## config.mk

```make
export PLATFORM = sky130hd
export DESIGN_NAME = alm_avg
export DESIGN_NICKNAME = d
export VERILOG_FILES = /design/src/hw/rtl/alm_pkg.sv /design/src/hw/rtl/alm_avg.sv
export SDC_FILE = /design/constraint.sdc
export NUM_CORES = 1
export LEC_CHECK = 0
export BUFFER_PORTS_ARGS = -buffer_cell sky130_fd_sc_hd__buf_2
export CORE_AREA = 5 5 187 189
export CTS_BUF_LIST = sky130_fd_sc_hd__clkbuf_8 sky130_fd_sc_hd__clkbuf_16
export CTS_CLUSTER_SIZE = 24
export DETAILED_ROUTE_END_ITERATION = 7
export DIE_AREA = 0 0 192 194
export GPL_TIMING_DRIVEN = 0
export SYNTH_ARGS = -nofsm -noshare
export SYNTH_HDL_FRONTEND = slang
export SYNTH_SLANG_ARGS = --single-unit
```

## constraint.sdc

```tcl
create_clock -name i_clk -period 8.4 [get_ports i_clk]
set_input_delay 0.42 -clock i_clk [delete_from_list [all_inputs] [get_ports i_clk]]
set_output_delay 0.42 -clock i_clk [all_outputs]
set_load 0.01 [all_outputs]
```

## src/hw/rtl/alm_pkg.sv

```systemverilog
// ----------------------------------------------------------------------------
// alm_pkg: shared types and constants of the audio level meter
// Averaging weights, register indexes, reset values and control struct.
// ----------------------------------------------------------------------------
package alm_pkg;

    localparam int LEVEL_W = 16;
    localparam int COUNT_W = 32;
    localparam int CFG_W   = 16;

    localparam logic [LEVEL_W-1:0] FULL_SCALE = 16'd32768;

    // Q0.16 weights of the new sample
    localparam int W_TENTH      = 6554;
    localparam int W_HUNDREDTH  = 655;
    localparam int W_THOUSANDTH = 66;

    localparam logic [CFG_W-1:0] RST_CLIP_THRESHOLD = 16'd32440;
    localparam logic [CFG_W-1:0] RST_CLIP_HOLD_MS   = 16'd1000;
    localparam logic [CFG_W-1:0] RST_PEAK_DECAY     = 16'd65208;

    typedef enum logic [1:0] {
        CFG_CLIP_THRESHOLD = 2'd0,
        CFG_CLIP_HOLD_MS   = 2'd1,
        CFG_PEAK_DECAY     = 2'd2
    } t_cfg_idx;

    typedef enum logic {
        REQ_SAMPLE = 1'b0,
        REQ_CLEAR  = 1'b1
    } t_req;

    typedef struct packed {
        logic sample;
        logic clear;
    } t_upd_ctl;

endpackage

```

## src/hw/rtl/alm_avg.sv

```systemverilog
// ----------------------------------------------------------------------------
// alm_avg: first-order running average
// Holds one accumulator and blends in each new value with a fixed weight,
// rounding half up.
// ----------------------------------------------------------------------------
module alm_avg #(
    parameter int EXTRA_FRAC_BITS = 16,
    parameter int WEIGHT          = 6554,
    parameter bit SIGNED_IN       = 1'b0
) (
    input  logic                      i_clk,
    input  logic                      i_rst_n,
    input  logic                      i_en,
    input  logic [alm_pkg::LEVEL_W-1:0] i_x,
    output logic [alm_pkg::LEVEL_W-1:0] o_level_next
);
    import alm_pkg::*;

    localparam int ACC_W = LEVEL_W + EXTRA_FRAC_BITS;
    localparam int P_W   = ACC_W + 19;
    localparam int OLD_W = 65536 - WEIGHT;

    logic        [ACC_W-1:0] r_acc;
    logic        [ACC_W-1:0] n_acc;
    logic signed [ACC_W:0]   acc_s;
    logic signed [LEVEL_W:0] x_s;
    logic signed [17:0]      c_old;
    logic signed [17:0]      c_new;
    logic signed [P_W-1:0]   prod_old;
    logic signed [P_W-1:0]   prod_new;
    logic signed [P_W-1:0]   sum;

    assign c_old = 18'(OLD_W);
    assign c_new = 18'(WEIGHT);
    assign acc_s = SIGNED_IN ? {r_acc[ACC_W-1], r_acc} : {1'b0, r_acc};
    assign x_s   = SIGNED_IN ? {i_x[LEVEL_W-1], i_x} : {1'b0, i_x};

    always_comb begin
        prod_old = acc_s * c_old;
        prod_new = x_s * c_new;
        sum      = prod_old + (prod_new <<< EXTRA_FRAC_BITS) + $signed(P_W'(32768));
        n_acc    = ACC_W'(sum >>> 16);
    end

    assign o_level_next = i_en ? n_acc[ACC_W-1:EXTRA_FRAC_BITS]
                               : r_acc[ACC_W-1:EXTRA_FRAC_BITS];

    always_ff @(posedge i_clk) begin
        if (!i_rst_n) begin
            r_acc <= '0;
        end else if (i_en) begin
            r_acc <= n_acc;
        end
    end

endmodule

```

==> implementation parameters <==
Parameter                              Value

Outcome
  Status ... finished with violations
  Failing checks ... setup timing

Synth
  Syn_area_per_cell ... 9.34 µm²
  Post-synthesis mux area share ... 0.0152
  Proportion of synthesized chip area in sequential cells ... 0.0435
  Largest family of logic cells by synthesized area ... adder cells
  Post-synth EDFFs ... 0
  Count of different cell masters after synthesis ... between 70 and 80
  Arithmetic-cell share of the synthesized area counting full adders, half adders and majority gates ... 0.596
  Synthesized cell area ... about 0.015 mm²
  Synthesized instance count ... about 1600
  XOR/XNOR Fraction of Synth Area ... 0.0492
  Compound-gate portion of the synthesized area ... 0.113
  Top_reg_cell synth ... sky130_fd_sc_hd__dfxtp_1
  FFs w/ async S/R, synth ... 0
  Flip-flop and latch count after synthesis ... 32
  Yosys warnings ... 0
  Simple-gate share of the synthesized area ... 0.0731
  Synthesized Nets ... ~2100

STA
  Worst Skew ... approximately 4.2 ps
  Relative max-transition margin ... 0.477
  Share of the cycle needed by the critical path after routing ... 1.02
  Max Freq ... around 120 MHz
  Count of pins over their slew limit ... 0
  Setup-failing EPs final ... 7
  RSZ-0062 raised after global routing ... yes
  Transition time at the pin with the least slew margin ... 784 ps
  Fin Hold WS ... between 500 and 600 ps
  Post-route worst setup slack ... -190 ps
  Shortest clock period the worst path allows after layout ... ~8600 ps
  Final-report hold violation count ... 0

Cells and area
  Largest register FFs ... 32
  Final #Nets ... between 2000 and 2500
  N_diodes ... 0
  Fraction of final layout cells with drive strength greater than 1 ... 0.171
  Filler Cells Inserted ... around 3100
  Top Registers ... r_acc x32
  Register bank with the most flops ... r_acc
  Area growth syn-to-layout ... 15.2%
  Final Instance Area ... 0.0170 mm²

Clock network
  H-tree depth ... 2
  Count of hold-fix buffers inserted at cts ... 0
  TritonCTS Sinks ... 32
  TritonCTS Buffers ... 5
  Clock tree root driver cell ... sky130_fd_sc_hd__clkbuf_16
  Clock slew at reported path FFs ... 50 ps
  Number of buffers between clock root and the deepest sink ... 2
  Source-to-sink clock delay at the later pin of the worst-skew pair ... 280 ps
  CTS tree ... yes

Global route
  Grt total ovfl ... 0
  Global-route wire length before repair ... ~59 mm
  Vias in the first global route ... ~12000
  Total global-route track usage ... 0.198
  Largest net degree at the start of global routing ... 11
  Antenna violations before repair ... 0

Place
  Routability cong. ... approximately 0.91
  Dpl hpwl ... between 20 and 30 mm
  Port buffer count ... 33
  Area after detailed placement ... approximately 0.015 mm²
  Pre-CTS WS ... -1320 ps

Floorplanning
  Die extent in y ... between 150 and 200 µm
  Core Area ... 0.0331 mm²
  Die outline area ... between 0.03 and 0.04 mm²
  Die extent in x ... around 190 µm
  Initial core utilization ... 0.445
  Cell Rows ... 67
  # IOs ... 35

Setup path
  Slowest stage cell, crit path ... sky130_fd_sc_hd__fa_1
  Start point of the critical path ... r_acc[16]
  Launch instance of the worst register-to-register path ... r_acc[16]
  Crit Path Class ... reg2out
  Kind of end point of the critical path ... primary output
  Data required time of the critical path ... 7980 ps
  Critical path arrival ... roughly 8200 ps
  Delay of the slowest critical-path stage ... between 500 and 600 ps
  Library cell appearing most often on the critical path ... sky130_fd_sc_hd__fa_1
  Critical Path Fanout Max ... 4
  Startpoint class of the critical path ... flip-flop

Route
  Vias post-DR ... about 11000
  Remaining DRCs ... 0
  Number of detailed-routing iterations run before antenna repair ... 5
  Vias per std cell ... 5.17
  Wire length reported by the detailed router ... 35.7 mm
  Number of design-rule violations left by the first detailed-router iteration ... 508
  WL per Instance ... roughly 17 µm
  Number of nets with antenna violations after detailed routing ... 0

Worst hold path
  HP Class ... in2reg
  Hold Path Origin ... i_rst_n

Run
  Max cap viols ... 0
[stage by stage]
step	utilization	std cells	setup TNS (ps)
finish	0.512	2135	-560
global placement	0.467	2058	-16170
CTS	0.499	2120	-703
floorplan	-	1577	0
global route	0.512	2135	-3290
detailed placement	0.467	2058	-15970
[synthesized netlist by cell type, drive strengths merged (8+ instances only)]
cell type	instances	area (µm²)
and2	22	139
and3	9	57.6
o21ai	53	269
nand4	14	87.6
o21bai	13	97.6
nor3	15	80.1
o21a	8	60.1
mux2i	10	100
a21oi	88	459
inv	421	1580
a21o	34	267
xnor2	62	551
dfxtp	32	641
mux2	11	124
nand2	46	173
nand3	18	90.1
xor2	20	175
nor2	49	184
ha	294	3680
fa	255	5100
nor2b	16	100
[area by class of cell]
| type | instances | area, µm² | share of cell area |
|---|---|---|---|
| clock buffers | 7 | 153 | 0.00900 |
| well taps | 448 | 561 | 0.0330 |
| plain buffers | 10 | 37.5 | 0.00221 |
| inverters | 421 | 1600 | 0.0944 |
| flip-flops and latches | 32 | 713 | 0.0420 |
| multi-input cells | 1113 | 13200 | 0.775 |
| repair buffers | 104 | 749 | 0.0442 |
[path summary, 6_finish.rpt]
path | cells after the start | endpoint | slack, ps
min | 2 | r_acc[31] | 530
min reg2reg | 2 | r_acc[0] | 600
max | 30 | o_level_next[14] | -190
max reg2reg | 31 | r_acc[28] | 460
[layer usage]
layer	GRT usage	share of wire	up-vias
met5	0	0	-
met2	0.356	0.52	151
met4	0.0359	0.020	0
met3	0.0212	0.027	38
met1	0.259	0.43	5547
li1	-	-	5296
[critical path, delay by kind of cell (launching register included)]
kind                       cells  cell delay (ps)
AOI/OAI and AO/OA              8             1870
xor gates and xnor gates       2              320
adders and majority gates      8             3540
buffers and inverters          7              660
DFF                            1              370
and+or+nand+nor                5             1130
[kinds of logic after synthesis]
group	after synthesis
AOI/OAI and AO/OA	251
xor gates and xnor gates	82
adders and majority gates	549
buffers and inverters	432
DFF	32
muxes	21
and+or+nand+nor	210
[cell usage in the layout (no fill, tap or decap), types with 19 or more instances in the layout]
cell	synthesis	final
sky130_fd_sc_hd__a21o_1	30	30
sky130_fd_sc_hd__a21oi_1	83	65
sky130_fd_sc_hd__buf_2	1	29
sky130_fd_sc_hd__buf_4	0	65
sky130_fd_sc_hd__fa_1	255	254
sky130_fd_sc_hd__ha_1	294	272
sky130_fd_sc_hd__inv_1	421	399
sky130_fd_sc_hd__nand2_1	46	41
sky130_fd_sc_hd__nor2_1	49	41
sky130_fd_sc_hd__o21ai_0	47	36
sky130_fd_sc_hd__xnor2_1	61	57
sky130_fd_sc_hd__xor2_1	20	19
[what timing repair did]
item / CTS / global route
setup endpoints to repair: 27 / 19
gates resized for setup: 134 / 86
buffers inserted: 56 / 17
pin swaps: 80 / 35
Power is not shown: default switching activity piles up to over one toggle a cycle in this logic, so the estimate is an artifact.
