<file path="src/hw/rtl/alm_pkg.sv">
// ----------------------------------------------------------------------------
// alm_pkg: shared types and constants of the audio level meter
// Averaging weights, register indexes, reset values and control struct.
// ----------------------------------------------------------------------------
package alm_pkg;

    localparam int LEVEL_W = 16;
    localparam int COUNT_W = 32;
    localparam int CFG_W   = 16;

    localparam logic [LEVEL_W-1:0] FULL_SCALE = 16'd32768;

    // Q0.16 weights of the new sample
    localparam int W_TENTH      = 6554;
    localparam int W_HUNDREDTH  = 655;
    localparam int W_THOUSANDTH = 66;

    localparam logic [CFG_W-1:0] RST_CLIP_THRESHOLD = 16'd32440;
    localparam logic [CFG_W-1:0] RST_CLIP_HOLD_MS   = 16'd1000;
    localparam logic [CFG_W-1:0] RST_PEAK_DECAY     = 16'd65208;

    typedef enum logic [1:0] {
        CFG_CLIP_THRESHOLD = 2'd0,
        CFG_CLIP_HOLD_MS   = 2'd1,
        CFG_PEAK_DECAY     = 2'd2
    } t_cfg_idx;

    typedef enum logic {
        REQ_SAMPLE = 1'b0,
        REQ_CLEAR  = 1'b1
    } t_req;

    typedef struct packed {
        logic sample;
        logic clear;
    } t_upd_ctl;

endpackage

</file>
<file path="src/hw/rtl/alm_peak_clip.sv">
// ----------------------------------------------------------------------------
// alm_peak_clip: decaying peak and clip indication
// Tracks the peak with per-item decay, the held clip flag, the saturating
// clip count and the time of the last clip.
// ----------------------------------------------------------------------------
module alm_peak_clip #(
    parameter int EXTRA_FRAC_BITS = 16,
    parameter int TIME_BITS       = 32
) (
    input  logic                        i_clk,
    input  logic                        i_rst_n,
    input  alm_pkg::t_upd_ctl           i_ctl,
    input  logic [alm_pkg::LEVEL_W-1:0] i_lvl,
    input  logic [TIME_BITS-1:0]        i_time,
    input  logic [alm_pkg::CFG_W-1:0]   i_threshold,
    input  logic [alm_pkg::CFG_W-1:0]   i_hold_ms,
    input  logic [alm_pkg::CFG_W-1:0]   i_decay,
    output logic [alm_pkg::LEVEL_W-1:0] o_peak_next,
    output logic                        o_clip_next,
    output logic [alm_pkg::COUNT_W-1:0] o_total_next
);
    import alm_pkg::*;

    localparam int ACC_W = LEVEL_W + EXTRA_FRAC_BITS;

    logic [ACC_W-1:0]     r_peak;
    logic [ACC_W-1:0]     n_peak;
    logic                 r_clip;
    logic                 n_clip;
    logic [COUNT_W-1:0]   r_total;
    logic [COUNT_W-1:0]   n_total;
    logic [TIME_BITS-1:0] r_last;
    logic [TIME_BITS-1:0] n_last;
    logic [ACC_W+15:0]    prod;
    logic [ACC_W-1:0]     decayed;
    logic [ACC_W-1:0]     lvl_acc;
    logic [TIME_BITS-1:0] dt;
    logic                 hit;

    always_comb begin
        prod    = (ACC_W + 16)'(r_peak) * (ACC_W + 16)'(i_decay);
        decayed = prod[ACC_W+15:16];
        lvl_acc = {i_lvl, {EXTRA_FRAC_BITS{1'b0}}};
        dt      = i_time - r_last;
        hit     = (i_lvl >= i_threshold);

        n_peak  = r_peak;
        n_clip  = r_clip;
        n_total = r_total;
        n_last  = r_last;
        if (i_ctl.clear) begin
            n_peak  = '0;
            n_clip  = 1'b0;
            n_total = '0;
        end else if (i_ctl.sample) begin
            n_peak = (decayed < lvl_acc) ? lvl_acc : decayed;
            if (hit) begin
                n_clip = 1'b1;
                n_last = i_time;
                if (r_total != '1) begin
                    n_total = r_total + 1'b1;
                end
            end else if (r_clip && (dt > TIME_BITS'(i_hold_ms))) begin
                n_clip = 1'b0;
            end
        end
    end

    assign o_peak_next  = n_peak[ACC_W-1:EXTRA_FRAC_BITS];
    assign o_clip_next  = n_clip;
    assign o_total_next = n_total;

    always_ff @(posedge i_clk) begin
        if (!i_rst_n) begin
            r_peak  <= '0;
            r_clip  <= 1'b0;
            r_total <= '0;
            r_last  <= '0;
        end else begin
            r_peak  <= n_peak;
            r_clip  <= n_clip;
            r_total <= n_total;
            r_last  <= n_last;
        end
    end

endmodule

</file>
<file path="config.mk">
export PLATFORM = sky130hd
export DESIGN_NAME = alm_peak_clip
export DESIGN_NICKNAME = d
export VERILOG_FILES = /design/src/hw/rtl/alm_pkg.sv /design/src/hw/rtl/alm_peak_clip.sv
export SDC_FILE = /design/constraint.sdc
export NUM_CORES = 2
export LEC_CHECK = 0
export BUFFER_PORTS_ARGS = -buffer_cell sky130_fd_sc_hd__buf_2
export CAP_MARGIN = 40
export CORE_MARGIN = 4
export CORE_UTILIZATION = 29
export CTS_CLUSTER_DIAMETER = 30
export CTS_CLUSTER_SIZE = 10
export DETAILED_ROUTE_END_ITERATION = 16
export PLACE_DENSITY = 0.47
export SLEW_MARGIN = 20
export SYNTH_ARGS = -nofsm -noshare
export SYNTH_HDL_FRONTEND = slang
export SYNTH_SLANG_ARGS = --single-unit
export TNS_END_PERCENT = 30
</file>
<file path="constraint.sdc">
create_clock -name i_clk -period 13.58 [get_ports i_clk]
set_clock_uncertainty 0.15 [all_clocks]
set_input_delay 0.679 -clock i_clk [delete_from_list [all_inputs] [get_ports i_clk]]
set_output_delay 0.679 -clock i_clk [all_outputs]
set_load 0.01 [all_outputs]
</file>
==> results.yml <==
status:
  status: "finished clean"
hold_path:
  hold_path_class: "reg2reg"
  hp-start: "r_last[4]"
  whs_endpoint: "r_last[4]"
  hold_depth: 2
floorplan:
  initial_core_util: 0.294
  die_x_um: 292
  ioPinCount: 149
  die_area_mm2: 0.0851
  core_mm2: 0.0794
  rows: 103
  die_h_um: 292
final_layout:
  drive_gt1_frac: 0.0807
  fin_nets: 3645
  multi_input_area_mm2: 0.0187
  stdcell_area_mm2: 0.0255
  area_growth_pct: 9.23
  final_cell_count_no_fill: 3989
  register_area_mm2: 0.00194
  n_fill_cell: 8697
setup_path:
  r2r_end: "r_peak[25]"
  rr_startpoint: "r_peak[10]"
  crit_path_end_kind: "primary output"
  r2r_cells: 30
  cp-start-kind: "input pin"
  path_buf_inv: 6
  cpPeakStageDelay_ns: 0.63
  arrival_ns: 10.48
  path_delay_family: "adder cells"
  reg2reg_setup_slack_ns: 3.79
  crit_type: "in2out"
  required_ns: 12.75
  cp_max_fo: 32
  path_common_cell: "fa_1"
  slowest_stage: "fa_1"
clock_tree:
  tritoncts: "done"
  cts_setup_buffers: 0
  cts_hold_buf: 0
  cts_sinks: 97
  cts_max_level: 3
  clk_latency_ns: 0.37
  path_clk_slew_ns: 0.07
  cts_buffer_depth: 2
  numCtsBuffers: 9
  cts_resized: 0
  cts-root-buf: "clkbuf_16"
placement:
  gp_congestion: 0.836
  place_area_mm2: 0.0252
  hpwlAfterDp_mm: 58.7
  numPortBuffers: 148
  dp_cells: 3967
sta:
  fmax_mhz: 88.5
  slew_headroom: 0.346
  fin_crit_ns: 11.30
  rsz0062_at_grt: "false"
  tightest_slew_ns: 0.956
  timing.hold.ws_ns: 0.305
  setup_viol_count_final: 0
  period_share: 0.832
  maxSlewViolCount: 0
  hold_viol_final: 0
  fin_tns_setup_ns: 0
job:
  cap_viol_max_count: 0
power:
  switchingPower_mw: 0.543
  p_leak_nw: 12.2
  clkPwrFrac: 0.217
  combPwrFrac: 0.534
  p_int_mw: 0.646
  switching_share: 0.457
  p_per_area_mw_per_mm2: 46.7
  irDropWorstVdd_v: 0.0000514
  p_seq_frac: 0.249
yosys:
  synthTopCellsByArea: "fa_1, ha_1, inv_1"
  synth-edff-count: 0
  netlist_area_mm2: 0.0233
  synth_warnings: 0
  synth_cells: 2886
  synth_seq_cells: 97
  yosys.area.top_type: "fa_1"
  syn_avg_cell_area_um2: 8.09
  yosysSeqAreaShare: 0.0832
  synth-main-ff-cell: "dfxtp_1"
  synth_cell_types: 76
  syn_nets: 3600
  async_reset_ff_frac: 0
  yosys.cell_count.top_type: "inv_1"
  synth_commonest_cells: "inv_1, nand2_1, fa_1"
  yosysTopAreaCellShare: 0.358
global_routing:
  antenna_found_initial: 2
  grt_use_total: 0.177
  gr-total-overflow: 0
  grt_max_degree: 55
  grt_pass1_wl_mm: 120
  grt_pass1_vias: 20400
route:
  routed_wire_length_per_instance_um: 18.5
  via_count: 19000
  dr.pass1.iters: 5
  drcViolationCount: 0
  first_iter_violations: 1081
  via_per_inst: 4.78
  drt_wl_total_mm: 73.8
  ant_nets: 0
-- state kept, by name, indices dropped and copies added (netlist names) --
name / cells
r_clip: 1
r_total: 32
r_last: 32
r_peak: 32
-- worst register-to-register path, delay by kind of cell (launching register included) --
family                     cells  cell delay (ns)
adders and majority gates      8             3.81
AOI/OAI and AO/OA             11             2.97
and+or+nand+nor                5             1.10
DFF                            1             0.72
buffers and inverters          5             0.68
xor gates and xnor gates       1             0.25
-- power groups by stage --
stage	clock network, mW	registers (mW)	logic, mW
after CTS	0.269	0.297	0.636
after global routing	0.278	0.297	0.720
after detailed placement	0	0.303	0.627
final	0.258	0.296	0.636
after global placement	0	0.307	0.632
after floorplan	0	0.299	0.434
-- worst max path at each step --
| stage | startpoint | end | slack (ns) | depth (start not counted) |
|---|---|---|---|---|
| after floorplan | i_decay[1] | o_peak_next[13] | 4.21 | 33 |
| after global placement | i_decay[2] | o_peak_next[15] | 2.25 | 33 |
| after detailed placement | i_decay[2] | o_peak_next[15] | 2.20 | 30 |
| after CTS | i_decay[2] | o_peak_next[15] | 2.19 | 30 |
| after global routing | i_decay[7] | o_peak_next[15] | 1.65 | 33 |
| final | i_decay[7] | o_peak_next[15] | 2.28 | 33 |
-- kinds of logic (layout without fill, tap and decap cells) --
kind of cell    count (synthesis)  count (layout)  synth area share
simple gates                  996             996             0.200
buf+inv                       719             769             0.118
fa+ha+maj                     614             614             0.464
compound gates                382             382             0.106
flops                          97              97            0.0832
xor+xnor                       73              73            0.0274
mux                             5               5           0.00225
other cells                     0               3                 0
-- cell type report --
type,instances,area share
Tap cell,1050,0.0515
Clock buffer,10,0.00898
Antenna cell,3,0.000294
Clock inverter,6,0.00196
Inverter,559,0.0823
Timing Repair Buffer,194,0.0471
Multi-Input combinational cell,2070,0.732
Sequential cell,97,0.0762
-- metrics by stage --
step	util	power, mW	setup WS, ns
after floorplan	-	0.733	4.21
after global placement	0.314	0.939	2.25
after detailed placement	0.317	0.931	2.20
after CTS	0.321	1.20	2.19
after global routing	0.321	1.29	1.65
final	0.321	1.19	2.28
-- metal layers --
layer  up-vias  wire, um  track usage
met2       483     32400        0.279
met1      9457     36100        0.261
met3        32      4760       0.0331
met5         -         0            0
li1       9077         -            -
met4         0       533       0.0184
-- cells in the final DEF (no fill, tap or decap), types with 5 or more instances in the layout --
| cell type | n |
|---|---|
| a2111oi_0 | 6 |
| o21ai_1 | 12 |
| dfxtp_1 | 97 |
| nand2_1 | 503 |
| o211ai_1 | 13 |
| and3_1 | 24 |
| buf_8 | 12 |
| a21oi_1 | 148 |
| xor2_1 | 39 |
| clkbuf_16 | 9 |
| nand4_1 | 47 |
| o31ai_1 | 5 |
| buf_2 | 152 |
| a31oi_1 | 9 |
| and2_1 | 185 |
| a22o_1 | 5 |
| nand2b_1 | 12 |
| a221o_1 | 6 |
| a311oi_1 | 11 |
| or3_1 | 11 |
| and4_1 | 5 |
| a21o_1 | 42 |
| nand4b_1 | 5 |
| nor3_1 | 22 |
| nor2_1 | 108 |
| ha_1 | 196 |
| o21a_1 | 11 |
| o21bai_1 | 7 |
| nand3_1 | 44 |
| o21ai_0 | 43 |
| buf_4 | 25 |
| fa_1 | 418 |
| xnor2_1 | 34 |
| a211oi_1 | 21 |
| inv_1 | 558 |
| nor4_1 | 5 |
Note: power is estimated with default switching activity, not from simulation.
